===== src/sv/plid_pkg.sv =====
// Shared types and constants for the positional list block.
// No dependencies; imported by every module of the block.
`default_nettype none
package plid_pkg;

    localparam int CAPACITY = 64;
    localparam int IDX_W    = $clog2(CAPACITY);
    localparam int CNT_W    = $clog2(CAPACITY + 1);
    localparam int GRP      = 8;
    localparam int NGRP     = (CAPACITY + GRP - 1) / GRP;

    localparam logic [1:0] FN_INS  = 2'd0;
    localparam logic [1:0] FN_DEL  = 2'd1;
    localparam logic [1:0] FN_READ = 2'd2;

    localparam logic [1:0] ST_OK    = 2'd0;
    localparam logic [1:0] ST_RANGE = 2'd1;
    localparam logic [1:0] ST_FULL  = 2'd2;

    typedef struct packed {
        logic [1:0]  func;
        logic [7:0]  position;
        logic [63:0] in_name;
        logic [7:0]  in_age;
        logic [15:0] in_sex;
        logic [31:0] in_score;
    } req_t;

    typedef struct packed {
        logic [1:0]  status;
        logic [63:0] out_name;
        logic [7:0]  out_age;
        logic [15:0] out_sex;
        logic [31:0] out_score;
        logic [6:0]  list_count;
        logic        is_empty;
    } rsp_t;

    typedef struct packed {
        logic [63:0] name;
        logic [7:0]  age;
        logic [15:0] sex;
        logic [31:0] score;
    } rec_t;

    localparam int REC_W = $bits(rec_t);

    typedef struct packed {
        logic             ins;
        logic             del;
        logic             sel;
        logic [IDX_W-1:0] tgt;
        rec_t             new_rec;
    } cell_ctl_t;

endpackage
`default_nettype wire


===== src/sv/plid_cell.sv =====
// One list slot: holds a record and shifts it to or from its neighbours.
// Depends on plid_pkg.
`default_nettype none
module plid_cell
    import plid_pkg::*;
(
    input  wire logic             clk,
    input  wire cell_ctl_t        ctl,
    input  wire logic [IDX_W-1:0] idx,
    input  wire rec_t             left_rec,
    input  wire rec_t             right_rec,
    output rec_t                  rec,
    output logic [REC_W-1:0]      sel_rec
);

    rec_t rec_reg;
    rec_t rec_next;

    always_comb
    begin
        rec_next = rec_reg;
        if (ctl.ins)
        begin
            if (idx > ctl.tgt)
                rec_next = left_rec;
            else if (idx == ctl.tgt)
                rec_next = ctl.new_rec;
        end
        else if (ctl.del && idx >= ctl.tgt)
        begin
            rec_next = right_rec;
        end
    end

    always_ff @(posedge clk)
    begin
        rec_reg <= rec_next;
    end

    assign rec     = rec_reg;
    assign sel_rec = (ctl.sel && idx == ctl.tgt) ? rec_reg : '0;

endmodule
`default_nettype wire


===== config.mk =====
export PLATFORM = sky130hd
export DESIGN_NAME = plid_cell
export DESIGN_NICKNAME = d
export VERILOG_FILES = /design/src/sv/plid_pkg.sv /design/src/sv/plid_cell.sv
export SDC_FILE = /design/constraint.sdc
export NUM_CORES = 1
export LEC_CHECK = 0
export BUFFER_PORTS_ARGS = -buffer_cell sky130_fd_sc_hd__buf_2
export CORE_AREA = 2 2 239 241
export DETAILED_ROUTE_END_ITERATION = 10
export DIE_AREA = 0 0 241 243
export PLACE_DENSITY_LB_ADDON = 0.3
export SKIP_LAST_GASP = 1
export SYNTH_ARGS = -nofsm -noshare
export SYNTH_HDL_FRONTEND = slang
export SYNTH_SLANG_ARGS = --single-unit

===== constraint.sdc =====
create_clock -name clk -period 14.5 [get_ports clk]
set_input_delay 1.45 -clock clk [delete_from_list [all_inputs] [get_ports clk]]
set_output_delay 1.45 -clock clk [all_outputs]
set_load 0.03 [all_outputs]

==> results.sh <==
export IMPL_status="finished clean"
export IMPL_tightest_slew_ps=1030
export IMPL_cts_setup_buffers=0
export IMPL_fmax_mhz=169
export IMPL_rsz0062_at_grt="false"
export IMPL_cts_buffer_depth=2
export IMPL_met1_usage_pct=17.9
export IMPL_utilization_pct=24.8
export IMPL_mostFrequentLayoutCells="buf_2, nand2_1, nor2b_1"
export IMPL_syn_cell_area_um2=9690
export IMPL_final_antenna_net_count=0
export IMPL_layout_commonest_cell="buf_2"
export IMPL_cpMostUsedCell="buf_2"
export IMPL_ys_ff_latch=120
export IMPL_grt_antenna_before_repair=18
export IMPL_core_um2=56000
export IMPL_cp_slowest_stage_delay_ps=830
export IMPL_synth_distinct_cells=20
export IMPL_hp_class="input port to flip-flop"
export IMPL_post_route_min_period_ps=5910
export IMPL_area_growth_pct=43.1
export IMPL_layout_setup_ws_ps=8590
export IMPL_fin_crit_sh_pct=40.7
export IMPL_drive_gt1_share_pct=40.6
export IMPL_synth_seq_area_share_pct=37.2
export IMPL_vias_per_cell=4.72
export IMPL_initialDrtViolationCount=689
export IMPL_cts_tree="done"
export IMPL_critPathLaunchType="input port"
export IMPL_path_delay_family="simple AND/OR/NAND/NOR gates"
export IMPL_die_y_um=243
export IMPL_maxSlewHeadroom_pct=31.0
export IMPL_vias=11400
export IMPL_regArea_um2=3600
export IMPL_synth_cells=1139
export IMPL_hold_end="rec[0]"
export IMPL_setup_viol=0
export IMPL_crit_type="input port to output port"
export IMPL_fp_dieW_um=241
export IMPL_synth_nets=1521
export IMPL_fin_nets=2012
export IMPL_clock_sinks=120
export IMPL_cts_hold_buffers_added=0
export IMPL_critPathBufInv=4
export IMPL_place_gp_congestion=0.850
export IMPL_grt_total_usage_pct=15.1
export IMPL_synth_warning_count=0
export IMPL_clk_pin_slew_ps=60
export IMPL_start_util_pct=17.3
export IMPL_min_from="ctl[0]"
export IMPL_maxCapViolations=0
export IMPL_setup_tns_ps=0
export IMPL_drc_errors=0
export IMPL_firstDrtPassIters=5
export IMPL_ios=616
export IMPL_wl_um=46500
export IMPL_postCtsResizedCells=0
export IMPL_multiInputGateArea_um2=5450
export IMPL_dieArea_um2=58600
export IMPL_grt_max_degree=181
export IMPL_grt_busiest_layer="met2"
export IMPL_grt_pass1_vias=10600
export IMPL_n_fill_cell=6236
export IMPL_use_met2_pct=25.5
export IMPL_drv_slew=0
export IMPL_worstPathCellList="buf_2 > inv_1 > ha_1 > and4_4 > and3_4 > buf_4 > and3_1 > buf_2"
export IMPL_cp_slowest_cell="buf_4"
export IMPL_portBuffers=615
export IMPL_grt_pass1_wl_um=66500
export IMPL_hold_viol=0
export IMPL_row_count=87
export IMPL_postSynthAreaPerCell_um2=8.51
export IMPL_p_per_area_nw_per_um2=101
export IMPL_wl_per_cell_um=19.3
export IMPL_dp_slack_ps=8660
export IMPL_p_leak_nw=6.20
export IMPL_crit_required_ps=13050
export IMPL_hold_slack_ps=1330
export IMPL_cts_buffers_inserted=17
export IMPL_path_max_fanout=96
export IMPL_gr_usage_met3_pct=4.98
export IMPL_irDropWorstVdd_uv=92.1
export IMPL_critPathCaptureType="output port"
export IMPL_hold_path_depth=3
export IMPL_arrival_ps=4460
export IMPL_dp_hpwl_um=32600
export IMPL_grt_ovfl_total=0
export IMPL_htree_levels=4
export IMPL_clockRootBuffer="clkbuf_16"
export IMPL_largest_reg_flops=120
## metrics by stage
stage	total power, mW	std cells	area, µm²
2_1_floorplan	0.758	1139	9690
3_5_place_dp	0.938	2367	13200
3_3_place_gp	0.938	2367	13200
4_1_cts	1.42	2399	13800
6_report	1.40	2407	13900
5_1_grt	1.46	2406	13900
## cell usage after synthesis, drive strengths merged
| cell type | n | share of area (%) |
|---|---|---|
| a21o | 1 | 0.077 |
| a21oi | 1 | 0.052 |
| a311o | 120 | 12 |
| a31oi | 120 | 7.7 |
| and3 | 121 | 7.8 |
| and4 | 1 | 0.12 |
| buf | 34 | 2.2 |
| clkbuf | 124 | 4.8 |
| edfxtp | 120 | 37 |
| ha | 6 | 0.77 |
| inv | 6 | 0.23 |
| nand2 | 240 | 9.3 |
| nand3 | 2 | 0.10 |
| nor2b | 121 | 7.8 |
| o211ai | 120 | 9.3 |
| o21ai | 1 | 0.052 |
| o22a | 1 | 0.090 |
## report_power, final
part	total [mW]	internal [mW]	leakage [nW]	switching (mW)
Combinational	0.423	0.136	4.79	0.288
Clock	0.468	0.285	0.297	0.183
Sequential	0.504	0.461	1.12	0.0429
Total	1.40	0.881	6.20	0.514
## layout make-up
class                      instances  share of cell area, %
antenna                            8                  0.144
clock inverter                    14                   1.31
multi-input combinational        855                   39.3
inverter                           6                  0.162
timing repair buffer             630                   23.2
clock buffer                      18                   3.09
tap                              756                   6.82
sequential                       120                   26.0
## worst max path at each step
stage	startpoint	end	slack, ps	cells past startpoint
after floorplan	ctl[125]	rec[0]	8650	8
after global placement	ctl[125]	sel_rec[92]	8700	8
after detailed placement	ctl[125]	sel_rec[90]	8660	8
after CTS	ctl[125]	sel_rec[90]	8660	8
after global routing	ctl[125]	sel_rec[90]	8430	8
final	ctl[125]	sel_rec[89]	8590	8
## per-layer routing
metal  vias up  share of wire (%)
met1      5449                 40
met2       486                 50
met5         -               0.23
li1       5362                  -
met4        16                1.4
met3        48                8.3
## kinds of logic after synthesis
kind of cell	after synthesis	share of synthesized area (%)
AO/OA/AOI/OAI	364	29.7
AND/OR/NAND/NOR	485	25.1
adder cells (fa/ha/maj)	6	0.774
buffers and inverters	164	7.22
flip-flops	120	37.2
No activity file was read; power rests on OpenSTA's default activity.
